<file path="src/rtl/lbe_pkg.sv">
// shared types, constants and the bond candidate table of the lattice bond enumerator
package lbe_pkg;

  localparam int MAX_SITES   = 1024;
  localparam int SITE_W      = $clog2(MAX_SITES);
  localparam int MAX_BONDS   = 4096;
  localparam int SEEN_AW     = $clog2(MAX_BONDS);
  localparam int SEEN_CW     = SEEN_AW + 1;
  localparam int COORD_W     = 11;
  localparam int SIZE_W      = 11;
  localparam int MUL_A_W     = 2 * COORD_W;
  localparam int MUL_P_W     = MUL_A_W + SIZE_W;
  localparam int ACC_W       = 36;
  localparam int QUEUE_DEPTH = 4;
  localparam int QUEUE_AW    = $clog2(QUEUE_DEPTH);
  localparam logic [2:0] K_LAST = 3'd5;

  // lattice kinds
  localparam logic [2:0] KIND_SQUARE = 3'd0;
  localparam logic [2:0] KIND_TRI    = 3'd1;
  localparam logic [2:0] KIND_HONEY  = 3'd2;
  localparam logic [2:0] KIND_KAGOME = 3'd3;
  localparam logic [2:0] KIND_PYRO   = 3'd4;

  // configuration register indexes
  localparam logic [2:0] CFG_KIND     = 3'd0;
  localparam logic [2:0] CFG_SIZE_X   = 3'd1;
  localparam logic [2:0] CFG_SIZE_Y   = 3'd2;
  localparam logic [2:0] CFG_SIZE_Z   = 3'd3;
  localparam logic [2:0] CFG_PERIODIC = 3'd4;

  // neighbor offset codes
  localparam logic [1:0] D_ZERO  = 2'b00;
  localparam logic [1:0] D_PLUS  = 2'b01;
  localparam logic [1:0] D_MINUS = 2'b11;

  // honeycomb colours
  localparam logic [1:0] COL_X = 2'd0;
  localparam logic [1:0] COL_Y = 2'd1;
  localparam logic [1:0] COL_Z = 2'd2;

  typedef struct packed {
    logic [9:0] cell_x;
    logic [9:0] cell_y;
    logic [9:0] cell_z;
    logic       pass_select;
    logic       restart;
  } in_t;

  typedef struct packed {
    logic [SITE_W-1:0] site_low;
    logic [SITE_W-1:0] site_high;
    logic [1:0]        bond_colour;
    logic              last_of_cell;
  } out_t;

  typedef struct packed {
    logic [2:0]        kind;
    logic [SIZE_W-1:0] size_x;
    logic [SIZE_W-1:0] size_y;
    logic [SIZE_W-1:0] size_z;
    logic              periodic;
  } cfg_t;

  typedef enum logic [1:0] {ENT_CLEAR, ENT_BOND, ENT_END} entry_kind_t;

  typedef struct packed {
    entry_kind_t       kind;
    logic [SITE_W-1:0] lo;
    logic [SITE_W-1:0] hi;
    logic [1:0]        colour;
  } entry_t;

  typedef struct packed {
    logic       en;
    logic [1:0] sa;
    logic [1:0] sb;
    logic [1:0] dx;
    logic [1:0] dy;
    logic [1:0] dz;
    logic [1:0] colour;
    logic       sq;
  } cand_t;

  typedef enum logic [3:0] {
    F_IDLE, F_CLEAR, F_CAND, F_MUL1, F_ADD1, F_MUL2, F_ADD2, F_FIN, F_PUSH, F_END
  } front_state_t;

  typedef enum logic [2:0] {B_IDLE, B_SCAN, B_NEW, B_EMIT, B_LAST} back_state_t;

  // candidate bond k of a cell: endpoint a is the cell itself, b sits at the offset
  function automatic cand_t cand_info(input logic [2:0] kind, input logic pass,
                                      input logic [2:0] k);
    cand_t c;
    c = '0;
    case (kind)
      KIND_SQUARE: begin
        if (k == 3'd0) begin
          c.en = 1'b1; c.dx = D_PLUS; c.sq = 1'b1;
        end else if (k == 3'd1) begin
          c.en = 1'b1; c.dy = D_PLUS; c.sq = 1'b1;
        end
      end
      KIND_TRI: begin
        case (k)
          3'd0: begin c.en = 1'b1; c.dx = D_PLUS; end
          3'd1: begin c.en = 1'b1; c.dy = D_PLUS; end
          3'd2: begin c.en = 1'b1; c.dx = D_MINUS; c.dy = D_PLUS; end
          default: c.en = 1'b0;
        endcase
      end
      KIND_HONEY: begin
        case (k)
          3'd0: begin c.en = 1'b1; c.sb = 2'd1; c.colour = COL_Z; end
          3'd1: begin c.en = 1'b1; c.sb = 2'd1; c.dx = D_MINUS; c.colour = COL_X; end
          3'd2: begin c.en = 1'b1; c.sb = 2'd1; c.dy = D_MINUS; c.colour = COL_Y; end
          default: c.en = 1'b0;
        endcase
      end
      KIND_KAGOME: begin
        c.en = 1'b1;
        case (k)
          3'd0: begin c.sa = 2'd0; c.sb = 2'd1; end
          3'd1: begin c.sa = 2'd0; c.sb = 2'd2; end
          3'd2: begin c.sa = 2'd1; c.sb = 2'd2; end
          3'd3: begin c.sa = 2'd1; c.sb = 2'd0; c.dx = D_PLUS; end
          3'd4: begin c.sa = 2'd2; c.sb = 2'd0; c.dy = D_PLUS; end
          3'd5: begin c.sa = 2'd2; c.sb = 2'd1; c.dx = D_MINUS; c.dy = D_PLUS; end
          default: c.en = 1'b0;
        endcase
      end
      KIND_PYRO: begin
        c.en = 1'b1;
        if (!pass) begin
          case (k)
            3'd0: begin c.sa = 2'd0; c.sb = 2'd1; end
            3'd1: begin c.sa = 2'd0; c.sb = 2'd2; end
            3'd2: begin c.sa = 2'd0; c.sb = 2'd3; end
            3'd3: begin c.sa = 2'd1; c.sb = 2'd2; end
            3'd4: begin c.sa = 2'd1; c.sb = 2'd3; end
            3'd5: begin c.sa = 2'd2; c.sb = 2'd3; end
            default: c.en = 1'b0;
          endcase
        end else begin
          case (k)
            3'd0: begin c.sa = 2'd0; c.sb = 2'd1; c.dx = D_MINUS; end
            3'd1: begin c.sa = 2'd0; c.sb = 2'd2; c.dy = D_MINUS; end
            3'd2: begin c.sa = 2'd0; c.sb = 2'd3; c.dz = D_MINUS; end
            3'd3: begin c.sa = 2'd1; c.sb = 2'd2; c.dy = D_MINUS; c.dz = D_PLUS; end
            3'd4: begin c.sa = 2'd1; c.sb = 2'd3; end
            3'd5: begin c.sa = 2'd2; c.sb = 2'd3; end
            default: c.en = 1'b0;
          endcase
        end
      end
      default: c.en = 1'b0;
    endcase
    return c;
  endfunction

endpackage

</file>
<file path="src/rtl/lbe_queue.sv">
// short queue of bond entries between the front and back ends
module lbe_queue (
  input  logic            clk,
  input  logic            rst,
  input  logic            push,
  input  lbe_pkg::entry_t push_data,
  output logic            full,
  input  logic            pop,
  output logic            empty,
  output lbe_pkg::entry_t head
);

  lbe_pkg::entry_t              slots [lbe_pkg::QUEUE_DEPTH];
  logic [lbe_pkg::QUEUE_AW-1:0] wr_ptr, rd_ptr;
  logic [lbe_pkg::QUEUE_AW:0]   fill;

  assign full  = (fill == (lbe_pkg::QUEUE_AW+1)'(lbe_pkg::QUEUE_DEPTH));
  assign empty = (fill == '0);
  assign head  = slots[rd_ptr];

  // pointers and fill level
  always_ff @(posedge clk) begin
    if (rst) begin
      wr_ptr <= '0;
      rd_ptr <= '0;
      fill   <= '0;
    end else begin
      if (push) wr_ptr <= wr_ptr + 1'b1;
      if (pop)  rd_ptr <= rd_ptr + 1'b1;
      if (push && !pop)      fill <= fill + 1'b1;
      else if (pop && !push) fill <= fill - 1'b1;
    end
  end

  // entry storage
  always_ff @(posedge clk) begin
    if (push) slots[wr_ptr] <= push_data;
  end

endmodule

</file>
<file path="config.mk">
export PLATFORM = sky130hd
export DESIGN_NAME = lbe_queue
export DESIGN_NICKNAME = d
export VERILOG_FILES = /design/src/rtl/lbe_pkg.sv /design/src/rtl/lbe_queue.sv
export SDC_FILE = /design/constraint.sdc
export NUM_CORES = 1
export LEC_CHECK = 0
export BUFFER_PORTS_ARGS = -buffer_cell sky130_fd_sc_hd__buf_2
export CAP_MARGIN = 5
export CORE_MARGIN = 3
export CORE_UTILIZATION = 40
export DETAILED_ROUTE_END_ITERATION = 12
export PLACE_DENSITY = 0.63
export SYNTH_ARGS = -nofsm -noshare
export SYNTH_HDL_FRONTEND = slang
export SYNTH_SLANG_ARGS = --single-unit
</file>
<file path="constraint.sdc">
create_clock -name clk -period 1.7 [get_ports clk]
set_input_delay 0.255 -clock clk [delete_from_list [all_inputs] [get_ports clk]]
set_output_delay 0.255 -clock clk [all_outputs]
set_load 0.02 [all_outputs]
</file>
* Word level (Yosys, flattened, before mapping)
Memory sizes are Yosys's and may differ from the RTL's. A register that Yosys moved wholly into a read port is not among the register bits.
Cells that the tools add are included.
Widths: inputs -> output; s select.
** Cells by class
- Muxes and demuxes :: 6
- Add/subtract/negate cells :: 4
- Bitwise gates (word level) :: 0
- $lt $le $gt $ge :: 0
- Multipliers :: 0
- Divide/modulo/power cells :: 0
- Shift-type cells :: 0
- Equal/unequal tests :: 1
- Reductions and logical operators :: 6
** Operator list (number)
- $mux 3 :: 2
- $add 2x1->2 const B :: 2
- $mux 2 :: 2
- $add 3x1->3 const B :: 1
- $eq 3x3->1 const B :: 1
- $logic_not 3->1 :: 1
- $sub 3x1->3 const B :: 1
- $logic_and 1x1->1 :: 2
- $logic_not 1->1 :: 2
- $mux 1 :: 2
- $reduce_bool 2->1 :: 1
** Storage, ports and cells
- Register bits after elaboration :: 7
- RAM bits :: 96
- Input port bits :: 28
- Memories kept :: 1
- Word-level logic and storage cells :: 21
- Memory bits (read-only) :: 0
- Output and inout bits :: 26
- Latch bits :: 0
** Memory list
- slots :: words 4, bits a word 24, rd ports 1, clocked after Yosys merged registers in 1, write ports 1, RTL line lbe_queue.sv:13 : lbe_pkg::entry_t slots [lbe_pkg::QUEUE_DEPTH];

* Logic depth before layout (Yosys ltp)
Gate-level depths: netlist (run 1).
- Word-level depth :: 4
- Mapped depth :: 7
- Depth with buffers taken out :: 7

* Worst setup path before layout (run 1)
No wires, ideal clock.
- Kind :: register to register
- Start :: reg wr_ptr[0] (netlist bit)
- End :: mem slots[2][0] (netlist bit), enable pin
- Path buffers :: 0
- Data arrival time :: 1.153 ns
- Required time :: 1.317 ns
- Path slack :: 0.165 ns
- Cell stages (with the launch flop) :: 4
- Setup time :: 0.383 ns
- Period minus slack after synthesis :: 1.535 ns
- Path through :: dfxtp_1 -> inv_1 -> ha_1 -> and2_1
** RTL lines
- start, declared :: RTL line lbe_queue.sv:14 : logic [lbe_pkg::QUEUE_AW-1:0] wr_ptr, rd_ptr;
- start signal, assigned :: RTL line lbe_queue.sv:28 : if (push) wr_ptr <= wr_ptr + 1'b1;
- end, declared :: RTL line lbe_queue.sv:13
No word-level cell before the write port.

==> results of run 1 <==
==> cells by family (layout without fill, tap and decap cells) <==
logic type | count (synthesis) | count (layout) | synth area share [%]
AOI/OAI and AO/OA | 2 | 2 | 0.254
and+or+nand+nor | 15 | 15 | 1.88
muxes | 26 | 26 | 14.6
xor gates and xnor gates | 5 | 5 | 1.11
buffers and inverters | 11 | 88 | 2.13
DFF | 105 | 105 | 77.9
adders and majority gates | 6 | 6 | 2.10
==> area by class of cell <==
class	instances	area (um2)
clock buffers	9	124
clock inverters	7	53.8
fillers	741	4620
inverters	4	15.0
multi-input cells	54	771
flip-flops and latches	105	3070
well taps	129	161
repair buffers	68	608
==> worst max-delay path: stages (launching register included) <==
cell	delay (ns)
dfxtp_4	0.45
clkbuf_16	0.18
mux4_2	0.51
buf_6	0.15
==> state kept, by name, summed over array words and instances, names as in the netlist, named ones only <==
signal  flops
slots      96
fill        3
rd_ptr      2
wr_ptr      2
==> cells in the mapped netlist <==
master | number | area share [%]
buf_6 | 1 | 0.29
a21oi_1 | 1 | 0.13
buf_12 | 2 | 1.0
buf_2 | 2 | 0.25
and2_1 | 4 | 0.64
nor2_1 | 7 | 0.67
nor3_1 | 1 | 0.13
ha_1 | 5 | 1.6
dfxtp_1 | 9 | 4.6
mux2i_1 | 2 | 0.51
o21ai_0 | 1 | 0.13
edfxtp_1 | 96 | 73
fa_1 | 1 | 0.51
mux4_1 | 4 | 2.7
mux4_2 | 20 | 11
or3_1 | 1 | 0.16
clkbuf_1 | 2 | 0.19
inv_1 | 4 | 0.38
nor3b_1 | 1 | 0.19
xor2_1 | 3 | 0.67
xnor2_1 | 2 | 0.45
nand2_1 | 1 | 0.095
==> per-stage QoR <==
step / instances / setup WS (ns) / setup TNS, ns / hold slack (ns)
final: 376 / -0.200 / -4.27 / 0.101
after global routing: 376 / -0.258 / -5.81 / 0.0847
after CTS: 374 / -0.219 / -4.22 / 0.0858
after detailed placement: 358 / -0.0209 / -0.0209 / 0.474
after global placement: 358 / 0.0298 / 0 / 0.468
after floorplan: 170 / 0.165 / 0 / 0.354
==> per-layer routing <==
metal | share of wire, % | GRT usage [%] | vias up
met2 | 50 | 20.5 | 29
met3 | 3.2 | 3.58 | 6
met4 | 1.5 | 4.59 | 0
met5 | 0 | 0 | -
li1 | - | - | 834
met1 | 45 | 15.8 | 934
==> power by group <==
part / switching (W) / leakage, nW / internal, W
Combinational: 0.000401 / 0.617 / 0.000429
Sequential: 0.0000552 / 0.957 / 0.00296
Clock: 0.000832 / 0.0839 / 0.000543
==> path summary, 6_finish.rpt <==
check	startpoint	end	slack, ns	cells past startpoint
worst max register to register	fill[0]	fill[2]	0.23	4
worst max-delay path	register	head[7]	-0.20	3
worst min register to register	fill[2]	fill[2]	0.51	2
worst min-delay path	push_data[16]	slots[2][16]	0.10	1
==> timing repair <==
item                       4_1_cts  5_1_grt
gates cloned                     0        2
resized for setup                6       52
setup endpoints to repair       24       24
setup buffers                    0        0
==> results.txt, run 1 <==
global route overflow -> 0
unrepaired setup endpoints after global routing -> yes
flops & latches, synth -> 105
Critical Path AT -> 1.64 ns
Crit. End Element -> primary output
TritonCTS clock tree -> done
total power -> 0.00521 W
drt wl/cell -> 17.2 um
commonest non-fill, non-tap cell in the layout -> edfxtp_1
Post-DP HPWL -> 4210 um
synthesized area -> 3930 um2
most frequent cells in the layout -> edfxtp_1, buf_2, mux4_2, buf_6
Worst setup SP type -> register
chip width -> 105 um
total number of vias -> 1803
final hold violation count -> 0
Mean Syn Cell Area -> 23.1 um2
Cell variety after synth -> 22
Fmax -> 526 MHz
gr usage total -> 12.5%
post-synthesis sequential area ratio -> 77.9%
Final Max Tran Viols -> 0
IO Port Bufs -> 53
Mapped Nets -> 204
worst hold path type -> input port to register
Final Util -> 51.0%
clock period minus worst slack -> 1.90 ns
number of global-route vias before repair -> 1913
layout cells sized above 1 -> 43.7%
final net count -> 276
P_leak -> 1.66 nW
die height -> 105 um
Hold Buf Count CTS -> 0
first-pass GRT wire length -> 10400 um
area post-placement -> 4410 um2
worst-path fanout max -> 5
Ys Warns -> 0
DRC violations left -> 0
Setup CP Type -> register to primary output
Final WS setup -> -0.200 ns
initial antenna violation count -> 0
# setup viols final -> 24
Via density -> 4.80
P&R area growth vs syn -> 22.0%
Routed WL -> 6450 um
largest net degree at the start of global routing -> 25
Relative slew margins -> 83.4%
Critical Path RT -> 1.44 ns
DR iter-0 viols -> 89
Tcrit/Tclk final -> 112%
die area -> 11100 um2
CTS Root Cell -> clkbuf_8
n_diodes -> 0
Initial Util -> 41.8%
Boundary Pins -> 54
CTS max path bufs -> 2
H-tree levels -> 3
violated checks -> negative setup slack
Post-Syn Instances -> 170
status -> finished with violations
Pwr Density -> 1090 nW/um2
antenna-violating nets left -> 0
Row Count -> 35
Clock Latency Late Sink -> 0.36 ns
clock transition time at the flip-flop clock pins of the worst setup and hold paths -> 0.10 ns
Core Footprint -> 9420 um2
Design Area, Final -> 4800 um2
clk sink count -> 105
first drt pass iteration count -> 4
Clock Skews -> 0.0147 ns
slew at the pin closest to its max-slew limit -> 0.249 ns
max-cap violations -> 0
GP Congestion -> 0.677
peak supply drop -> 0.362 mV
CTS Buf Count -> 9
Note: power is estimated with default switching activity, not from simulation.
==> run 2: changes to the inputs <==
--- a/config.mk
+++ b/config.mk
@@ -8,9 +8,9 @@
 export BUFFER_PORTS_ARGS = -buffer_cell sky130_fd_sc_hd__buf_2
 export CAP_MARGIN = 5
 export CORE_MARGIN = 3
-export CORE_UTILIZATION = 40
+export CORE_UTILIZATION = 50
 export DETAILED_ROUTE_END_ITERATION = 12
-export PLACE_DENSITY = 0.63
+export PLACE_DENSITY = 0.75
 export SYNTH_ARGS = -nofsm -noshare
 export SYNTH_HDL_FRONTEND = slang
 export SYNTH_SLANG_ARGS = --single-unit
==> run 2 against run 1 <==
Net effect: the flow still finishes with violations (negative setup slack); register-to-register slack worse by 0.02 ns; final cell count is 8.5% lower; via count is 1.4% higher; non-clock buffer count is 2 lower; sequential share of layout area is 0.40 points higher; largest cell class unchanged.
==> results.txt, run 2 (synthesis results as in run 1) <==
n_diodes -> 0
global route overflow -> 0
Routed WL -> 6190 um
violated checks -> negative setup slack
Post-DP HPWL -> 3990 um
Biggest register -> slots
unrepaired setup endpoints after global routing -> yes
Crit. End Element -> primary output
clk sink count -> 105
GP Congestion -> 0.677
total number of vias -> 1829
CTS max path bufs -> 2
worst-path fanout max -> 7
Initial Util -> 52.8%
commonest non-fill, non-tap cell in the layout -> edfxtp_1
largest net degree at the start of global routing -> 25
sequential share of power -> 57.4%
die area -> 8970 um2
worst hold path type -> input port to register
Sw Pwr -> 0.00130 W
P_leak -> 1.66 nW
Final Max Tran Viols -> 0
die height -> 94.7 um
r2r startpoint -> wr_ptr[0]
CTS Buf Count -> 9
Hold Buf Count CTS -> 0
Fin Setup TNS -> -3.41 ns
first drt pass iteration count -> 4
Hold Startpoint -> push_data[12]
Critical Path AT -> 1.62 ns
Setup CP Type -> register to primary output
H-tree levels -> 3
CTS Root Cell -> clkbuf_8
DRC violations left -> 0
WHS Endpoint -> slots[2][12]
Clock Skews -> 0.00965 ns
chip width -> 94.7 um
DP Cell Count -> 326
clock transition time at the flip-flop clock pins of the worst setup and hold paths -> 0.10 ns
gr usage total -> 15.0%
worst slack at placement -> -0.0121 ns
Tcrit/Tclk final -> 110%
Worst setup SP type -> register
Net Sw Frac -> 24.9%
DR iter-0 viols -> 127
Hold Path Depth -> 1
Final WS setup -> -0.176 ns
P&R area growth vs syn -> 21.3%
TritonCTS clock tree -> done
reg2reg path depth -> 4
R2R Setup Slk -> 0.21 ns
initial antenna violation count -> 0
Via density -> 5.32
clock period minus worst slack -> 1.88 ns
number of flip-flops in the largest register -> 96
Boundary Pins -> 54
max-cap violations -> 0
final non-filler cell total -> 344
Clock Latency Late Sink -> 0.35 ns
most frequent cells in the layout -> edfxtp_1, buf_2, buf_6, mux4_2, clkbuf_8
slew at the pin closest to its max-slew limit -> 0.393 ns
power share of the clock group -> 27.0%
peak supply drop -> 0.667 mV
total power -> 0.00524 W
antenna-violating nets left -> 0
IO Port Bufs -> 53
# setup viols final -> 24
number of global-route vias before repair -> 1953
biggest regs -> slots x96, fill x3
final net count -> 274
first-pass GRT wire length -> 9780 um
Core Footprint -> 7450 um2
Relative slew margins -> 73.8%
Pwr Density -> 1100 nW/um2
Fmax -> 533 MHz
internal power -> 0.00394 W
layout cells sized above 1 -> 43.7%
Final Util -> 64.0%
Row Count -> 31
status -> finished with violations
Critical Path RT -> 1.44 ns
drt wl/cell -> 18.0 um
combinational share of power -> 15.5%
final hold violation count -> 0
Worst R2R End -> slots[0][3]
-- run 2: cell types whose count changed in the layout (fill, tap and decap cells not counted) --
| cell | change |
|---|---|
| buf_12 | +2 |
| buf_16 | +1 |
| buf_4 | -4 |
| buf_6 | +1 |
| clkbuf_16 | -2 |
| clkinv_1 | -1 |
| clkinv_4 | +1 |
| clkinvlp_4 | -1 |
| inv_8 | +1 |
-- run 2: power groups by stage --
stage,sequential [W],clock (W),combinational (W)
after floorplan,0.00305,0,0.000456
after global placement,0.00306,0,0.000667
after detailed placement,0.00307,0,0.000676
after CTS,0.00301,0.00145,0.000796
after global routing,0.00302,0.00157,0.000875
final,0.00301,0.00142,0.000815
-- run 2: cell type report --
class	count	area [um2]
sequential	105	3070
fill	501	2680
multi-input combinational	54	771
timing repair buffer	66	607
clock buffer	9	124
tap	99	124
clock inverter	7	62.6
inverter	4	15.0
-- run 2: metrics by stage --
step	hold slack, ns	area (um2)
after floorplan	0.354	3930
after global placement	0.468	4400
after detailed placement	0.471	4400
after CTS	0.0982	4730
after global routing	0.0874	4770
final	0.112	4770
-- run 2: metal layers --
layer	global-route usage [%]	up-vias	share of wire (%)
met1	19.2	962	42
met4	4.33	0	0.47
met3	4.38	2	3.8
li1	-	827	-
met2	25.2	38	53
met5	0	-	0
-- run 2: worst max-delay path, cell delays in order (launching register included) --
cell and delay (ns):
dfxtp_4 0.43, buf_12 0.15, mux4_2 0.54, buf_6 0.16
-- run 2: how the worst max path moves through the flow --
stage,endpoint,startpoint,cells past startpoint
6_report,head[22],register,3
3_3_place_gp,fill[2],pop,8
2_1_floorplan,slots[2][0],wr_ptr[0],3
5_1_grt,head[22],register,3
3_5_place_dp,fill[2],pop,8
4_1_cts,head[15],register,3
-- run 2: repair_timing --
item	CTS	global route
gates cloned	1	0
resized for setup	44	13
buffers inserted	1	0
setup endpoints to repair	24	24
==> run 3: changes to the inputs <==
--- a/config.mk
+++ b/config.mk
@@ -7,6 +7,7 @@
 export LEC_CHECK = 0
 export BUFFER_PORTS_ARGS = -buffer_cell sky130_fd_sc_hd__buf_2
 export CAP_MARGIN = 5
+export CORE_ASPECT_RATIO = 1.2
 export CORE_MARGIN = 3
 export CORE_UTILIZATION = 50
 export DETAILED_ROUTE_END_ITERATION = 12
==> run 3 against run 2 <==
Net effect: the flow still finishes with violations (negative setup slack); wire length decreased by 1.9%; core utilization decreased by 2.1 points; final cell count decreased by 2.3%; largest power group unchanged; clock skew increased by 0.0031 ns; first-iteration DRC count decreased by 35%.
==> results.txt, run 3 (synthesis results as in run 1) <==
wire length on met3 -> 239 um
most frequent cells in the layout -> edfxtp_1, buf_2, mux4_2, buf_6, buf_4
global route overflow -> 0
Slowest-stage cell, CP -> mux4_2
Clock Latency Late Sink -> 0.36 ns
CTS max path bufs -> 2
Pwr Density -> 1100 nW/um2
Boundary Pins -> 54
die height -> 103 um
worst-path fanout max -> 10
layout cells sized above 1 -> 43.5%
number of global-route vias before repair -> 1925
WL met2 -> 3260 um
slew at the pin closest to its max-slew limit -> 0.257 ns
Fin Setup TNS -> -2.91 ns
FILL cells -> 522
TritonCTS clock tree -> done
Post-DP HPWL -> 4020 um
drt wl/cell -> 18.1 um
Crit. End Element -> primary output
R2R Setup Slk -> 0.18 ns
total power -> 0.00509 W
gr usage total -> 15.1%
CTS Root Cell -> clkbuf_8
clock period minus worst slack -> 1.85 ns
CP max stage delay -> 0.51 ns
worst slack at placement -> -0.0517 ns
worst hold path type -> input port to register
Critical Path AT -> 1.60 ns
first drt pass iteration count -> 4
violated checks -> negative setup slack
CTS Buf Count -> 9
Hold Startpoint -> push_data[8]
WHS Endpoint -> slots[1][8]
total number of vias -> 1759
Clock Skews -> 0.0127 ns
biggest regs -> slots x96, fill x3
first-pass GRT wire length -> 9800 um
Fmax -> 540 MHz
r2r startpoint -> fill[0]
initial antenna violation count -> 0
clk sink count -> 105
Final WS setup -> -0.151 ns
Biggest register -> slots
P&R area growth vs syn -> 17.2%
final net count -> 275
IO Port Bufs -> 53
worst-path cell chain -> buf_12 > mux4_2 > buf_2
Initial Util -> 52.8%
Row Count -> 34
final hold violation count -> 0
Tcrit/Tclk final -> 109%
unrepaired setup endpoints after global routing -> yes
antenna-violating nets left -> 0
Worst R2R End -> fill[2]
largest net degree at the start of global routing -> 25
max-cap violations -> 0
status -> finished with violations
commonest non-fill, non-tap cell in the layout -> edfxtp_1
n_diodes -> 0
DRC violations left -> 0
chip width -> 87.0 um
Min Hold Slack -> 0.105 ns
DR iter-0 viols -> 82
reg2reg path depth -> 4
Setup CP Type -> register to primary output
Worst path top cell family by delay -> multiplexers
Via density -> 5.24
CP bufs+invs -> 2
top layer reached by signal wires -> met4
H-tree levels -> 3
Critical Path RT -> 1.44 ns
die area -> 8970 um2
# setup viols final -> 24
Worst setup SP type -> register
clock transition time at the flip-flop clock pins of the worst setup and hold paths -> 0.10 ns
Final Max Tran Viols -> 0
GP Congestion -> 0.676
peak supply drop -> 0.654 mV
Routed WL -> 6080 um
Relative slew margins -> 82.9%
Core Footprint -> 7440 um2
P_leak -> 1.61 nW
Met1 Wirelength -> 2480 um
Hold Path Depth -> 1
number of flip-flops in the largest register -> 96
[run 3: worst max path at each step]
stage | start | end | cells past startpoint
after floorplan | wr_ptr[0] | slots[2][0] | 3
after global placement | pop | fill[2] | 8
after detailed placement | pop | fill[2] | 8
after CTS | register | head[22] | 3
after global routing | register | head[22] | 3
final | register | head[22] | 3
[run 3: worst register-to-register path, delay by kind of cell (launching register included)]
family,cells,cell delay (ns)
AO/OA/AOI/OAI,1,0.14
XOR/XNOR,1,0.18
AND/OR/NAND/NOR,1,0.32
adder cells (fa/ha/maj),1,0.45
flip-flops,1,0.37
[run 3: metrics by stage]
stage | area, um2 | instances | util, %
after floorplan | 3930 | 170 | -
after global placement | 4380 | 319 | 58.8
after detailed placement | 4380 | 319 | 58.8
after CTS | 4580 | 336 | 61.6
after global routing | 4610 | 336 | 61.9
final | 4610 | 336 | 61.9
[run 3: layout make-up]
class,instances,area (um2),area share [%]
multi-input combinational,54,771,16.7
timing repair buffer,67,468,10.2
clock inverter,6,48.8,1.06
clock buffer,10,128,2.77
tap,90,113,2.44
sequential,105,3070,66.5
inverter,4,15.0,0.326
[run 3: what timing repair did]
item | in CTS | in global routing
setup buffers | 1 | 0
gates resized for setup | 16 | 8
hold buffers | 0 | 0
endpoints found under the setup margin | 24 | 24
[run 3: per-layer routing]
metal  up-vias  global-route usage, %
met5         -                      0
met4         0                   7.91
met3         8                   3.12
met2        40                   25.9
met1       883                   18.1
li1        828                      -
[run 3: report_power, final]
group          internal [W]  switching (W)
clock network      0.000551       0.000809
registers           0.00296      0.0000518
logic              0.000345       0.000381
