--- src/rtl/lbe_pkg.sv ---
// shared types, constants and the bond candidate table of the lattice bond enumerator
package lbe_pkg;

  localparam int MAX_SITES   = 1024;
  localparam int SITE_W      = $clog2(MAX_SITES);
  localparam int MAX_BONDS   = 4096;
  localparam int SEEN_AW     = $clog2(MAX_BONDS);
  localparam int SEEN_CW     = SEEN_AW + 1;
  localparam int COORD_W     = 11;
  localparam int SIZE_W      = 11;
  localparam int MUL_A_W     = 2 * COORD_W;
  localparam int MUL_P_W     = MUL_A_W + SIZE_W;
  localparam int ACC_W       = 36;
  localparam int QUEUE_DEPTH = 4;
  localparam int QUEUE_AW    = $clog2(QUEUE_DEPTH);
  localparam logic [2:0] K_LAST = 3'd5;

  // lattice kinds
  localparam logic [2:0] KIND_SQUARE = 3'd0;
  localparam logic [2:0] KIND_TRI    = 3'd1;
  localparam logic [2:0] KIND_HONEY  = 3'd2;
  localparam logic [2:0] KIND_KAGOME = 3'd3;
  localparam logic [2:0] KIND_PYRO   = 3'd4;

  // configuration register indexes
  localparam logic [2:0] CFG_KIND     = 3'd0;
  localparam logic [2:0] CFG_SIZE_X   = 3'd1;
  localparam logic [2:0] CFG_SIZE_Y   = 3'd2;
  localparam logic [2:0] CFG_SIZE_Z   = 3'd3;
  localparam logic [2:0] CFG_PERIODIC = 3'd4;

  // neighbor offset codes
  localparam logic [1:0] D_ZERO  = 2'b00;
  localparam logic [1:0] D_PLUS  = 2'b01;
  localparam logic [1:0] D_MINUS = 2'b11;

  // honeycomb colours
  localparam logic [1:0] COL_X = 2'd0;
  localparam logic [1:0] COL_Y = 2'd1;
  localparam logic [1:0] COL_Z = 2'd2;

  typedef struct packed {
    logic [9:0] cell_x;
    logic [9:0] cell_y;
    logic [9:0] cell_z;
    logic       pass_select;
    logic       restart;
  } in_t;

  typedef struct packed {
    logic [SITE_W-1:0] site_low;
    logic [SITE_W-1:0] site_high;
    logic [1:0]        bond_colour;
    logic              last_of_cell;
  } out_t;

  typedef struct packed {
    logic [2:0]        kind;
    logic [SIZE_W-1:0] size_x;
    logic [SIZE_W-1:0] size_y;
    logic [SIZE_W-1:0] size_z;
    logic              periodic;
  } cfg_t;

  typedef enum logic [1:0] {ENT_CLEAR, ENT_BOND, ENT_END} entry_kind_t;

  typedef struct packed {
    entry_kind_t       kind;
    logic [SITE_W-1:0] lo;
    logic [SITE_W-1:0] hi;
    logic [1:0]        colour;
  } entry_t;

  typedef struct packed {
    logic       en;
    logic [1:0] sa;
    logic [1:0] sb;
    logic [1:0] dx;
    logic [1:0] dy;
    logic [1:0] dz;
    logic [1:0] colour;
    logic       sq;
  } cand_t;

  typedef enum logic [3:0] {
    F_IDLE, F_CLEAR, F_CAND, F_MUL1, F_ADD1, F_MUL2, F_ADD2, F_FIN, F_PUSH, F_END
  } front_state_t;

  typedef enum logic [2:0] {B_IDLE, B_SCAN, B_NEW, B_EMIT, B_LAST} back_state_t;

  // candidate bond k of a cell: endpoint a is the cell itself, b sits at the offset
  function automatic cand_t cand_info(input logic [2:0] kind, input logic pass,
                                      input logic [2:0] k);
    cand_t c;
    c = '0;
    case (kind)
      KIND_SQUARE: begin
        if (k == 3'd0) begin
          c.en = 1'b1; c.dx = D_PLUS; c.sq = 1'b1;
        end else if (k == 3'd1) begin
          c.en = 1'b1; c.dy = D_PLUS; c.sq = 1'b1;
        end
      end
      KIND_TRI: begin
        case (k)
          3'd0: begin c.en = 1'b1; c.dx = D_PLUS; end
          3'd1: begin c.en = 1'b1; c.dy = D_PLUS; end
          3'd2: begin c.en = 1'b1; c.dx = D_MINUS; c.dy = D_PLUS; end
          default: c.en = 1'b0;
        endcase
      end
      KIND_HONEY: begin
        case (k)
          3'd0: begin c.en = 1'b1; c.sb = 2'd1; c.colour = COL_Z; end
          3'd1: begin c.en = 1'b1; c.sb = 2'd1; c.dx = D_MINUS; c.colour = COL_X; end
          3'd2: begin c.en = 1'b1; c.sb = 2'd1; c.dy = D_MINUS; c.colour = COL_Y; end
          default: c.en = 1'b0;
        endcase
      end
      KIND_KAGOME: begin
        c.en = 1'b1;
        case (k)
          3'd0: begin c.sa = 2'd0; c.sb = 2'd1; end
          3'd1: begin c.sa = 2'd0; c.sb = 2'd2; end
          3'd2: begin c.sa = 2'd1; c.sb = 2'd2; end
          3'd3: begin c.sa = 2'd1; c.sb = 2'd0; c.dx = D_PLUS; end
          3'd4: begin c.sa = 2'd2; c.sb = 2'd0; c.dy = D_PLUS; end
          3'd5: begin c.sa = 2'd2; c.sb = 2'd1; c.dx = D_MINUS; c.dy = D_PLUS; end
          default: c.en = 1'b0;
        endcase
      end
      KIND_PYRO: begin
        c.en = 1'b1;
        if (!pass) begin
          case (k)
            3'd0: begin c.sa = 2'd0; c.sb = 2'd1; end
            3'd1: begin c.sa = 2'd0; c.sb = 2'd2; end
            3'd2: begin c.sa = 2'd0; c.sb = 2'd3; end
            3'd3: begin c.sa = 2'd1; c.sb = 2'd2; end
            3'd4: begin c.sa = 2'd1; c.sb = 2'd3; end
            3'd5: begin c.sa = 2'd2; c.sb = 2'd3; end
            default: c.en = 1'b0;
          endcase
        end else begin
          case (k)
            3'd0: begin c.sa = 2'd0; c.sb = 2'd1; c.dx = D_MINUS; end
            3'd1: begin c.sa = 2'd0; c.sb = 2'd2; c.dy = D_MINUS; end
            3'd2: begin c.sa = 2'd0; c.sb = 2'd3; c.dz = D_MINUS; end
            3'd3: begin c.sa = 2'd1; c.sb = 2'd2; c.dy = D_MINUS; c.dz = D_PLUS; end
            3'd4: begin c.sa = 2'd1; c.sb = 2'd3; end
            3'd5: begin c.sa = 2'd2; c.sb = 2'd3; end
            default: c.en = 1'b0;
          endcase
        end
      end
      default: c.en = 1'b0;
    endcase
    return c;
  endfunction

endpackage

--- src/rtl/lbe_front.sv ---
// front end: accepts cells, walks the candidate bonds and computes site indices
module lbe_front (
  input  logic                clk,
  input  logic                rst,
  input  lbe_pkg::cfg_t       cfg,
  input  logic                in_valid,
  output logic                in_ready,
  input  lbe_pkg::in_t        in_data,
  output logic                push,
  output lbe_pkg::entry_t     push_data,
  input  logic                full
);

  lbe_pkg::front_state_t state, state_next;

  logic [lbe_pkg::COORD_W-1:0] cx, cy, cz;
  logic [lbe_pkg::COORD_W-1:0] nbx, nby, nbz;
  logic [lbe_pkg::COORD_W-1:0] px, py, pz;
  logic [1:0]                  psub, sb, colour;
  logic                        pass_r, bad_r, phase;
  logic [2:0]                  k;
  logic [lbe_pkg::ACC_W-1:0]   acc, site_a, site_b, site;

  logic                          is3d, bad_in, usable, drop;
  lbe_pkg::cand_t                cand;
  logic [lbe_pkg::COORD_W:0]     wx, wy, wz;
  logic [lbe_pkg::MUL_A_W-1:0]   mul_a;
  logic [lbe_pkg::SIZE_W-1:0]    mul_b;
  logic [lbe_pkg::MUL_P_W-1:0]   prod;
  logic [lbe_pkg::ACC_W-1:0]     lo_full, hi_full;

  // one neighbor coordinate: {ok, value}
  function automatic logic [lbe_pkg::COORD_W:0] step_coord(
      input logic [lbe_pkg::COORD_W-1:0] v, input logic [1:0] d,
      input logic [lbe_pkg::SIZE_W-1:0] len, input logic wrap, input logic sq);
    logic [lbe_pkg::COORD_W:0] up;
    logic [lbe_pkg::COORD_W:0] r;
    up = {1'b0, v} + 1'b1;
    case (d)
      lbe_pkg::D_PLUS: begin
        if (up < {1'b0, len}) r = {1'b1, up[lbe_pkg::COORD_W-1:0]};
        else if (wrap && (!sq || len > lbe_pkg::SIZE_W'(2))) r = {1'b1, {lbe_pkg::COORD_W{1'b0}}};
        else r = '0;
      end
      lbe_pkg::D_MINUS: begin
        if (v != '0) r = {1'b1, v - 1'b1};
        else if (wrap) r = {1'b1, len - 1'b1};
        else r = '0;
      end
      default: r = {1'b1, v};
    endcase
    return r;
  endfunction

  assign is3d = (cfg.kind == lbe_pkg::KIND_PYRO);

  // cell range, kind and pass checks
  assign bad_in = ({1'b0, in_data.cell_x} >= cfg.size_x) ||
                  ({1'b0, in_data.cell_y} >= cfg.size_y) ||
                  (is3d && ({1'b0, in_data.cell_z} >= cfg.size_z)) ||
                  (cfg.kind > lbe_pkg::KIND_PYRO) ||
                  ((cfg.kind < lbe_pkg::KIND_PYRO) && in_data.pass_select);

  // candidate lookup and neighbor coordinates
  assign cand   = lbe_pkg::cand_info(cfg.kind, pass_r, k);
  assign wx     = step_coord(cx, cand.dx, cfg.size_x, cfg.periodic, cand.sq);
  assign wy     = step_coord(cy, cand.dy, cfg.size_y, cfg.periodic, cand.sq);
  assign wz     = step_coord(cz, cand.dz, cfg.size_z, cfg.periodic, cand.sq);
  assign usable = cand.en && wx[lbe_pkg::COORD_W] && wy[lbe_pkg::COORD_W] &&
                  wz[lbe_pkg::COORD_W];

  // shared multiplier
  always_comb begin
    if (state == lbe_pkg::F_MUL2) begin
      mul_a = acc[lbe_pkg::MUL_A_W-1:0];
      mul_b = cfg.size_z;
    end else begin
      mul_a = lbe_pkg::MUL_A_W'(is3d ? px : py);
      mul_b = is3d ? cfg.size_y : cfg.size_x;
    end
  end
  assign prod = lbe_pkg::MUL_P_W'(mul_a) * lbe_pkg::MUL_P_W'(mul_b);

  // final site index from the cell base
  always_comb begin
    case (cfg.kind)
      lbe_pkg::KIND_HONEY:  site = (acc << 1) + lbe_pkg::ACC_W'(psub);
      lbe_pkg::KIND_KAGOME: site = (acc << 1) + acc + lbe_pkg::ACC_W'(psub);
      lbe_pkg::KIND_PYRO:   site = (acc << 2) + lbe_pkg::ACC_W'(psub);
      default:              site = acc;
    endcase
  end

  // ordered pair and drop checks
  assign lo_full = (site_a < site_b) ? site_a : site_b;
  assign hi_full = (site_a < site_b) ? site_b : site_a;
  assign drop    = (site_a == site_b) || (hi_full >= lbe_pkg::ACC_W'(lbe_pkg::MAX_SITES));

  // next state
  always_comb begin
    state_next = state;
    case (state)
      lbe_pkg::F_IDLE:
        if (in_valid) begin
          if (in_data.restart) state_next = lbe_pkg::F_CLEAR;
          else if (bad_in)     state_next = lbe_pkg::F_END;
          else                 state_next = lbe_pkg::F_CAND;
        end
      lbe_pkg::F_CLEAR:
        if (!full) state_next = bad_r ? lbe_pkg::F_END : lbe_pkg::F_CAND;
      lbe_pkg::F_CAND:
        if (usable)             state_next = lbe_pkg::F_MUL1;
        else if (k == lbe_pkg::K_LAST) state_next = lbe_pkg::F_END;
      lbe_pkg::F_MUL1: state_next = lbe_pkg::F_ADD1;
      lbe_pkg::F_ADD1: state_next = is3d ? lbe_pkg::F_MUL2 : lbe_pkg::F_FIN;
      lbe_pkg::F_MUL2: state_next = lbe_pkg::F_ADD2;
      lbe_pkg::F_ADD2: state_next = lbe_pkg::F_FIN;
      lbe_pkg::F_FIN:  state_next = phase ? lbe_pkg::F_PUSH : lbe_pkg::F_MUL1;
      lbe_pkg::F_PUSH:
        if (drop || !full) state_next = (k == lbe_pkg::K_LAST) ? lbe_pkg::F_END : lbe_pkg::F_CAND;
      lbe_pkg::F_END:
        if (!full) state_next = lbe_pkg::F_IDLE;
      default: state_next = lbe_pkg::F_IDLE;
    endcase
  end

  // handshake and queue outputs
  always_comb begin
    in_ready         = (state == lbe_pkg::F_IDLE) && !rst;
    push             = 1'b0;
    push_data.kind   = lbe_pkg::ENT_BOND;
    push_data.lo     = lo_full[lbe_pkg::SITE_W-1:0];
    push_data.hi     = hi_full[lbe_pkg::SITE_W-1:0];
    push_data.colour = colour;
    case (state)
      lbe_pkg::F_CLEAR: begin
        push           = !full;
        push_data.kind = lbe_pkg::ENT_CLEAR;
      end
      lbe_pkg::F_PUSH: push = !full && !drop;
      lbe_pkg::F_END: begin
        push           = !full;
        push_data.kind = lbe_pkg::ENT_END;
      end
      default: push = 1'b0;
    endcase
  end

  // state register
  always_ff @(posedge clk) begin
    if (rst) state <= lbe_pkg::F_IDLE;
    else     state <= state_next;
  end

  // datapath
  always_ff @(posedge clk) begin
    case (state)
      lbe_pkg::F_IDLE: begin
        cx        <= lbe_pkg::COORD_W'(in_data.cell_x);
        cy        <= lbe_pkg::COORD_W'(in_data.cell_y);
        cz        <= is3d ? lbe_pkg::COORD_W'(in_data.cell_z) : '0;
        pass_r    <= in_data.pass_select;
        bad_r     <= bad_in;
        k         <= '0;
      end
      lbe_pkg::F_CAND: begin
        nbx    <= wx[lbe_pkg::COORD_W-1:0];
        nby    <= wy[lbe_pkg::COORD_W-1:0];
        nbz    <= wz[lbe_pkg::COORD_W-1:0];
        sb     <= cand.sb;
        colour <= cand.colour;
        px     <= cx;
        py     <= cy;
        pz     <= cz;
        psub   <= cand.sa;
        phase  <= 1'b0;
        if (!usable) k <= k + 1'b1;
      end
      lbe_pkg::F_MUL1: acc <= lbe_pkg::ACC_W'(prod);
      lbe_pkg::F_ADD1: acc <= acc + lbe_pkg::ACC_W'(is3d ? py : px);
      lbe_pkg::F_MUL2: acc <= lbe_pkg::ACC_W'(prod);
      lbe_pkg::F_ADD2: acc <= acc + lbe_pkg::ACC_W'(pz);
      lbe_pkg::F_FIN: begin
        if (!phase) begin
          site_a <= site;
          px     <= nbx;
          py     <= nby;
          pz     <= nbz;
          psub   <= sb;
          phase  <= 1'b1;
        end else begin
          site_b <= site;
        end
      end
      lbe_pkg::F_PUSH:
        if (drop || !full) k <= k + 1'b1;
      default: k <= k;
    endcase
  end

endmodule

--- config.mk ---
export PLATFORM = sky130hd
export DESIGN_NAME = lbe_front
export DESIGN_NICKNAME = d
export VERILOG_FILES = /design/src/rtl/lbe_pkg.sv /design/src/rtl/lbe_front.sv
export SDC_FILE = /design/constraint.sdc
export NUM_CORES = 1
export LEC_CHECK = 0
export ABC_AREA = 1
export BUFFER_PORTS_ARGS = -buffer_cell sky130_fd_sc_hd__buf_2
export CAP_MARGIN = 40
export CORE_MARGIN = 1
export CORE_UTILIZATION = 35
export CTS_CLUSTER_DIAMETER = 100
export DETAILED_ROUTE_END_ITERATION = 8
export PLACE_DENSITY = 0.48
export SYNTH_ARGS = -nofsm -noshare
export SYNTH_HDL_FRONTEND = slang
export SYNTH_SLANG_ARGS = --single-unit
--- constraint.sdc ---
create_clock -name clk -period 9.1 [get_ports clk]
set_clock_uncertainty 0.2 [all_clocks]
set_input_delay 0 -clock clk [delete_from_list [all_inputs] [get_ports clk]]
set_output_delay 0 -clock clk [all_outputs]
set_load 0.01 [all_outputs]
Yosys cells after proc, flatten, opt, wreduce, memory -nomap -nowiden:

Index checks and enable logic that the tools add are counted.

* register bits: 221
* bits of input ports: 73
* output and inout bits: 26
* word-level logic and storage cells: 208

* add/sub/neg operators: 16
* multipliers: 1
* $lt $le $gt $ge: 13
* eq/ne operators: 32
* multiplexer cells: 78
* bitwise gates (word level): 1
* reductions and logical operators: 46

Operators with widths (count)
* 36-bit one-hot mux with 3 select lines: 2
* 12-bit 2-to-1 mux: 12
* 36-bit by 2-bit adder with 36-bit output: 3
* 11-bit 2-to-1 mux: 7
* 36-bit by 11-bit adder with 36-bit output: 2
* 12-bit one-hot mux with 2 select lines: 3
* 11-bit one-hot mux with 2 select lines: 3
* 4-bit one-hot mux with 6 select lines: 2
* 4-bit 2-to-1 mux: 11
* 11-bit by 1-bit subtractor with 11-bit output, second input constant: 4
* 4-bit one-hot mux with 10 select lines: 1
* 36-bit adder: 1
* 36-bit equality test: 1
* 36-bit by 11-bit >= comparator with 1-bit output, second input constant: 1
* 36-bit less-than comparator: 1
* 36-bit 2-to-1 mux: 1
* 10-bit by 11-bit >= comparator with 1-bit output: 3
* 11-bit by 2-bit > comparator with 1-bit output, second input constant: 3
* 22-bit by 11-bit multiplier with 33-bit output: 1
* 11-bit nonzero test: 3
* 2-bit one-hot mux with 2 select lines: 7
* 10-bit by 1-bit adder with 11-bit output, second input constant: 2
* 11-bit less-than comparator: 2
* 22-bit 2-to-1 mux: 1
* other kinds (41): 110

Logic depth before layout (Yosys ltp):

Gate-level depths: netlist of the first run.

* depth after elaboration: 15
* gate-level depth with buffers: 36
* depth with buffers taken out: 32

Worst setup path after synthesis of the first run:

OpenSTA, ideal clock, no wires.

* kind: flip-flop to flip-flop
* start: reg state[2]
* end: reg acc[28] (netlist name), data pin
* setup time: 0.254 ns
* arrival time: 5.879 ns
* required time: 8.646 ns
* slack: 2.768 ns
* cell stages (with the launch flop): 29
* path buffers: 3
* period minus slack after synthesis: 6.332 ns
* path through: dfxtp_1 -> inv_1 -> nor2_1 -> nand2_1 -> clkbuf_1 -> clkbuf_1 -> o21ai_0 -> clkbuf_1 -> nor2_1 -> fa_1 -> fa_1 -> fa_1 -> fa_1 -> inv_1 -> fa_1 -> inv_1 -> ha_1 -> nand2_1 -> inv_1 -> a21oi_1 -> inv_1 -> nand2_1 -> nand2_1 -> a21oi_1 -> o21ai_0 -> a21o_1 -> or2_2 -> nand3_1 -> nand2_1

* cells in the longest elaborated chain, start to end: 4
* elaborated cells between the ends (all ways): 9
* those cells by class: mul: 1; eq/ne: 4; mux: 3; reduce/logical: 1

Ends and longest elaborated chain
* start: declaration: line lbe_front.sv:14 `lbe_pkg::front_state_t state, state_next;`
* start signal: assignment: line lbe_front.sv:151 `if (rst) state <= lbe_pkg::F_IDLE;`
* start signal: assignment: line lbe_front.sv:152 `else state <= state_next;`
* 4-bit by 3-bit equality test with 1-bit output: line lbe_front.sv:74, lbe_front.sv:157
* 22-bit 2-to-1 mux / 11-bit 2-to-1 mux (equally long branches): line lbe_front.sv:74 `if (state == lbe_pkg::F_MUL2) begin`
* 22-bit by 11-bit multiplier with 33-bit output: line lbe_front.sv:82 `assign prod = lbe_pkg::MUL_P_W'(mul_a) * lbe_pkg::MUL_P_W'(mul_b);`
* 36-bit one-hot mux with 3 select lines (*): line lbe_front.sv:157 `case (state)`
* end signal: assignment: line lbe_front.sv:179 `lbe_pkg::F_MUL1: acc <= lbe_pkg::ACC_W'(prod);`
* end signal: assignment: line lbe_front.sv:180 `lbe_pkg::F_ADD1: acc <= acc + lbe_pkg::ACC_W'(is3d ? py : px);`
* end signal: assignment: line lbe_front.sv:181 `lbe_pkg::F_MUL2: acc <= lbe_pkg::ACC_W'(prod);`
* end: declaration: line lbe_front.sv:22 `logic [lbe_pkg::ACC_W-1:0] acc, site_a, site_b, site;`

Mark *: on every way between the ends. The rest lies on a longest branch, timed or not.
A chain may end at the register's enable or synchronous reset.

Final worst setup path of the first run:

* start: reg state[3]
* end: reg acc[28] (netlist name), data pin

Same word-level chain as after synthesis.

==> impl_metrics.env, run 1 <==
export IMPL_drt_iter0_markers=1922
export IMPL_io_pins=99
export IMPL_synth_warnings=0
export IMPL_cts_tree="yes"
export IMPL_worst_path_max_delay_cell="fa_1"
export IMPL_maxCapViolations=0
export IMPL_irDropWorstVdd_mv=0.396
export IMPL_postCtsSetupBuffers=0
export IMPL_leakage_nw=13.9
export IMPL_grt_overflow_total=0
export IMPL_grt_pass1_vias=24400
export IMPL_synth_area_per_cell_um2=7.48
export IMPL_synth_area_mm2=0.0266
export IMPL_cts_resized_gates=0
export IMPL_hold_path_class="in2reg"
export IMPL_die_y_um=278
export IMPL_core_rowCount=100
export IMPL_slowest_delay_ns=0.55
export IMPL_worst_pin_slew_ns=0.930
export IMPL_htreeDepth=1
export IMPL_crit_top_cell="fa_1"
export IMPL_vias=24400
export IMPL_drive_gt1_frac=0.0619
export IMPL_clock_path_buffers=3
export IMPL_setup_viol_count_final=0
export IMPL_end_kind="flip-flop"
export IMPL_drt_total_wl_mm=92.6
export IMPL_rsz0062_at_grt="no"
export IMPL_dieArea_mm2=0.0772
export IMPL_fin_crit_ns=7.84
export IMPL_drv_slew=0
export IMPL_status="finished, final reports clean"
export IMPL_final_util=0.403
export IMPL_crit_required_ns=9.23
export IMPL_relSlewSlack=0.378
export IMPL_syn_inst=3561
export IMPL_fmax_ghz=0.128
export IMPL_p_total_mw=9.72
export IMPL_tns_ns=0
export IMPL_avgRoutedWirePerCell_um=19.6
export IMPL_power_density_mw_per_mm2=323
export IMPL_ys_seq_area_frac=0.247
export IMPL_finalCritPeriodShare=0.861
export IMPL_synthDistinctLibCells=55
export IMPL_io_buffers=98
export IMPL_drtAntennaViolNets=0
export IMPL_core_mm2=0.0748
export IMPL_synth_edf_count=216
export IMPL_drc=0
export IMPL_syn_nets=4085
export IMPL_cp_max_fo=31
export IMPL_final_nets=4249
export IMPL_insertion_delay_ns=0.57
export IMPL_grt_pass1_wl_mm=143
export IMPL_clk_pin_slew_worst_paths_ns=0.07
export IMPL_synth_seq_cells=220
export IMPL_clock_root_buffer="clkbuf_16"
export IMPL_n_antenna_cell=0
export IMPL_synthArstFlopShare=0
export IMPL_critical_path_class="reg2reg"
export IMPL_cp_arrival_ns=7.97
export IMPL_hpwl_mm=75.1
export IMPL_grt_max_degree=58
export IMPL_initial_core_util=0.356
export IMPL_startpoint_type="flip-flop"
export IMPL_cts_made_buffers=29
export IMPL_antenna_found_initial=1
export IMPL_hold_viol=0
export IMPL_syn2layout_area_growth_pct=13.1
export IMPL_first_pass_iters=6
export IMPL_numClockSinks=220
export IMPL_synth_ff_type="edfxtp_1"
export IMPL_track_usage=0.239
export IMPL_via_per_inst=5.18
export IMPL_place_gp_congestion=0.961
export IMPL_die_x_um=278
-- power by group --
part / leakage (nW) / switching, mW / internal, mW / total, mW
Sequential: 2.03 / 0.244 / 1.47 / 1.71
Combinational: 11.4 / 4.45 / 2.39 / 6.84
Clock: 0.473 / 0.478 / 0.696 / 1.17
-- cell type report --
| cell class | count | area [um^2] |
|---|---|---|
| fill | 7933 | 44700 |
| inverter | 568 | 2130 |
| clock inverter | 23 | 225 |
| clock buffer | 31 | 733 |
| sequential | 220 | 6570 |
| timing repair buffer | 219 | 1640 |
| multi-input combinational | 2687 | 17600 |
| tap | 969 | 1210 |
-- registers in the layout (all words and copies together) (netlist names) --
signal and flops:
pz 11, bad_r 1, nbx 11, pass_r 1, cx 10, k 3, nby 11, py 11
psub 2, site_b 36, state 4, sb 2, cz 10, acc 36, colour 2, cy 10
site_a 36, px 11, nbz 11, phase 1
-- logic make-up (layout without fill, tap and decap cells) --
kind of cell,count (synthesis),count (layout),synth area share
simple gates,1565,1565,0.245
buf+inv,654,841,0.0938
compound gates,586,586,0.123
fa+ha+maj,451,451,0.263
flops,220,220,0.247
xor+xnor,84,84,0.0276
mux,1,1,0.000376
-- per-layer routing --
metal  track usage  share of wire  vias to the layer above
met1         0.318           0.46                    11600
met3        0.0241          0.043                      122
li1              -              -                    12100
met4        0.0645          0.030                        2
met5             0       0.000086                        -
met2         0.409           0.47                      644
-- critical path, delay by kind of cell, from the launching register on --
| family | cells | cell delay [ns] |
|---|---|---|
| AOI/OAI and AO/OA | 6 | 1.22 |
| DFF | 1 | 0.44 |
| buffers and inverters | 6 | 0.87 |
| and+or+nand+nor | 10 | 1.87 |
| adders and majority gates | 6 | 2.98 |
-- synth_stat cells, drive strengths merged, types with 22 or more instances --
library cell  number  area [um^2]
a21oi            204         1020
a31oi             34          213
buf               22          121
clkbuf            64          241
edfxtp           216         6490
fa               182         3640
ha               269         3370
inv              559         2100
nand2            814         3070
nand3            199         1020
nand4             58          363
nor2             401         1530
nor3              46          241
o211ai            23          173
o21ai            239         1200
or2               26          163
xnor2             25          219
xor2              59          517
-- cells in the final DEF (no fill, tap or decap), types with 23 or more instances in the layout --
master / Yosys / routed
a21oi_1: 204 / 204
o211ai_1: 23 / 23
nand2_1: 808 / 807
buf_4: 3 / 27
nor2_1: 395 / 389
nand3_1: 194 / 193
dlygate4sd3_1: 0 / 90
a31oi_1: 34 / 34
or2_2: 24 / 24
clkbuf_16: 0 / 29
edfxtp_1: 216 / 216
xor2_1: 59 / 59
nor3_1: 45 / 45
nand4_1: 58 / 58
xnor2_1: 25 / 25
o21ai_0: 231 / 231
ha_1: 269 / 269
buf_2: 10 / 100
inv_1: 550 / 550
fa_1: 182 / 182
-- path summary, 6_finish.rpt --
check	start	cells after the start	slack, ns	endpoint
setup reg to reg	state[3]	28	1.26	acc[28]
hold reg to reg	nby[3]	2	0.31	py[3]
setup / recovery	state[3]	28	1.26	acc[28]
hold / removal	cfg[33]	6	0.03	bad_r
-- what timing repair did --
action | CTS | global route
hold buffers | 90 | 0
endpoints found under the setup margin | 0 | 0
hold endpoints to repair | 62 | 0
-- metrics by stage --
stage / hold WS [ns] / std cells / worst slack, ns / area, um^2
2_1_floorplan: -0.156 / 3561 / 2.77 / 26600
3_3_place_gp: -0.00490 / 4564 / 1.38 / 28200
3_5_place_dp: -0.00527 / 4573 / 1.36 / 28300
4_1_cts: 0.00141 / 4717 / 1.35 / 30100
5_1_grt: 0.0257 / 4717 / 0.797 / 30100
6_report: 0.0312 / 4717 / 1.26 / 30100
Note: power is estimated with default switching activity, not from simulation.
==> run 2, diff against run 1 <==
--- a/config.mk
+++ b/config.mk
@@ -12,7 +12,6 @@
 export CORE_UTILIZATION = 35
 export CTS_CLUSTER_DIAMETER = 100
 export DETAILED_ROUTE_END_ITERATION = 8
-export PLACE_DENSITY = 0.48
 export SYNTH_ARGS = -nofsm -noshare
 export SYNTH_HDL_FRONTEND = slang
 export SYNTH_SLANG_ARGS = --single-unit
==> constraint.sdc (replaced) <==
create_clock -name clk -period 8.68 [get_ports clk]
set_clock_uncertainty 0.2 [all_clocks]
set_input_delay 0 -clock clk [delete_from_list [all_inputs] [get_ports clk]]
set_output_delay 0 -clock clk [all_outputs]
set_load 0.01 [all_outputs]
==> impl_metrics.env, run 2 (synthesis results as in run 1) <==
export IMPL_relSlewSlack=0.380
export IMPL_core_rowCount=100
export IMPL_postCtsSetupBuffers=0
export IMPL_cts_resized_gates=0
export IMPL_end_kind="flip-flop"
export IMPL_numClockSinks=220
export IMPL_power_density_mw_per_mm2=329
export IMPL_status="finished with violations"
export IMPL_fmax_ghz=0.129
export IMPL_io_buffers=98
export IMPL_ctsHoldBuffers=96
export IMPL_clk_pin_slew_worst_paths_ns=0.06
export IMPL_grt_pass1_wl_mm=136
export IMPL_intPower_mw=4.68
export IMPL_post_dp_cell_area_mm2=0.0282
export IMPL_via_per_inst=5.24
export IMPL_critical_path_class="reg2reg"
export IMPL_die_x_um=278
export IMPL_drive_gt1_frac=0.0598
export IMPL_layout_commonest_cell="nand2_1"
export IMPL_insertion_delay_ns=0.57
export IMPL_final_nets=4245
export IMPL_htreeDepth=1
export IMPL_crit_top_cell="inv_1"
export IMPL_leakage_nw=13.9
export IMPL_violations="negative hold slack"
export IMPL_fin_crit_ns=7.77
export IMPL_place_gp_congestion=0.957
export IMPL_switching_share=0.526
export IMPL_comb_power_share=0.707
export IMPL_track_usage=0.221
export IMPL_cts_made_buffers=28
export IMPL_final_area_mm2=0.0300
export IMPL_cp_arrival_ns=7.87
export IMPL_drtAntennaViolNets=0
export IMPL_cp_max_fo=31
export IMPL_maxCapViolations=0
export IMPL_slowest_delay_ns=0.67
export IMPL_power_switching_mw=5.20
export IMPL_first_pass_iters=6
export IMPL_io_pins=99
export IMPL_tns_ns=0
export IMPL_syn2layout_area_growth_pct=12.8
export IMPL_hold_ws_ns=-0.0104
export IMPL_clock_root_buffer="clkbuf_16"
export IMPL_initial_core_util=0.356
export IMPL_drt_total_wl_mm=86.1
export IMPL_startpoint_type="flip-flop"
export IMPL_antenna_found_initial=0
export IMPL_place_inst=4563
export IMPL_reg_top3="acc: 36 flops, site_a: 36 flops, site_b: 36 flops"
export IMPL_pwr_share_clk=0.113
export IMPL_grt_pass1_vias=24400
export IMPL_worst_path_max_delay_cell="nor2_1"
export IMPL_rsz0062_at_grt="no"
export IMPL_instances_no_fill=4713
export IMPL_dieArea_mm2=0.0772
export IMPL_final_util=0.402
export IMPL_cts_tree="yes"
export IMPL_drc=0
export IMPL_drv_slew=0
export IMPL_setup_viol_count_final=0
export IMPL_seqPwrFrac=0.181
export IMPL_hpwl_mm=69.7
export IMPL_worst_pin_slew_ns=0.926
export IMPL_finalCritPeriodShare=0.895
export IMPL_grt_max_degree=57
export IMPL_avgRoutedWirePerCell_um=18.3
export IMPL_clock_path_buffers=3
export IMPL_core_mm2=0.0748
export IMPL_vias=24700
export IMPL_hold_viol=1
export IMPL_crit_required_ns=8.78
export IMPL_hold_path_class="in2reg"
export IMPL_mostFrequentLayoutCells="nand2_1, inv_1, nor2_1"
export IMPL_drt_iter0_markers=2093
export IMPL_grt_overflow_total=0
export IMPL_irDropWorstVdd_mv=0.426
export IMPL_die_y_um=278
## run 2: cell types whose count changed in the layout (fill, tap and decap cells not counted)
cell,delta
dlygate4sd3_1,+6
inv_8,-1
clkinvlp_4,+2
bufinv_16,-3
buf_8,-1
clkinv_1,-2
buf_12,+1
clkinv_2,+3
diode_2,+1
inv_6,+1
clkinv_4,-1
clkbuf_1,-1
buf_4,-7
buf_2,-2
## run 2: power groups by stage
stage          combinational (mW)  clock [mW]  sequential (mW)
2_1_floorplan                5.25           0             1.68
3_3_place_gp                 6.87           0             1.80
3_5_place_dp                 6.89           0             1.80
4_1_cts                      6.97        1.13             1.78
5_1_grt                      8.00        1.17             1.81
6_report                     6.98        1.11             1.79
## run 2: area by class of cell
class	instances	area, um^2
clock inverters	22	146
clock buffers	30	729
multi-input cells	2687	17600
repair buffers	216	1640
fillers	7680	44800
diodes	1	2.50
well taps	969	1210
flip-flops and latches	220	6570
inverters	568	2130
## run 2: critical path: cells and delay by family (launching register included)
kind / cells / cell delay (ns)
buf+inv: 7 / 0.88
fa+ha+maj: 6 / 2.91
flops: 1 / 0.38
compound gates: 5 / 1.13
simple gates: 8 / 1.98
## run 2: per-stage QoR
step	power [mW]	setup slack (ns)
floorplan	6.93	2.35
global placement	8.67	1.08
detailed placement	8.69	0.983
CTS	9.88	0.949
global route	11.0	0.419
finish	9.88	0.913
## run 2: metal layers
layer | share of wire | GRT usage
met1 | 0.44 | 0.296
met2 | 0.47 | 0.373
met3 | 0.059 | 0.0251
met4 | 0.032 | 0.0654
met5 | 0 | 0
## run 2: final timing paths
path,startpoint,end,slack (ns),cells past startpoint
worst min-delay path,in_data[22],cx[0],-0.01,2
worst min register to register,nby[8],py[8],0.31,2
worst max-delay path,state[2],acc[28],0.91,26
worst max register to register,state[2],acc[28],0.91,26
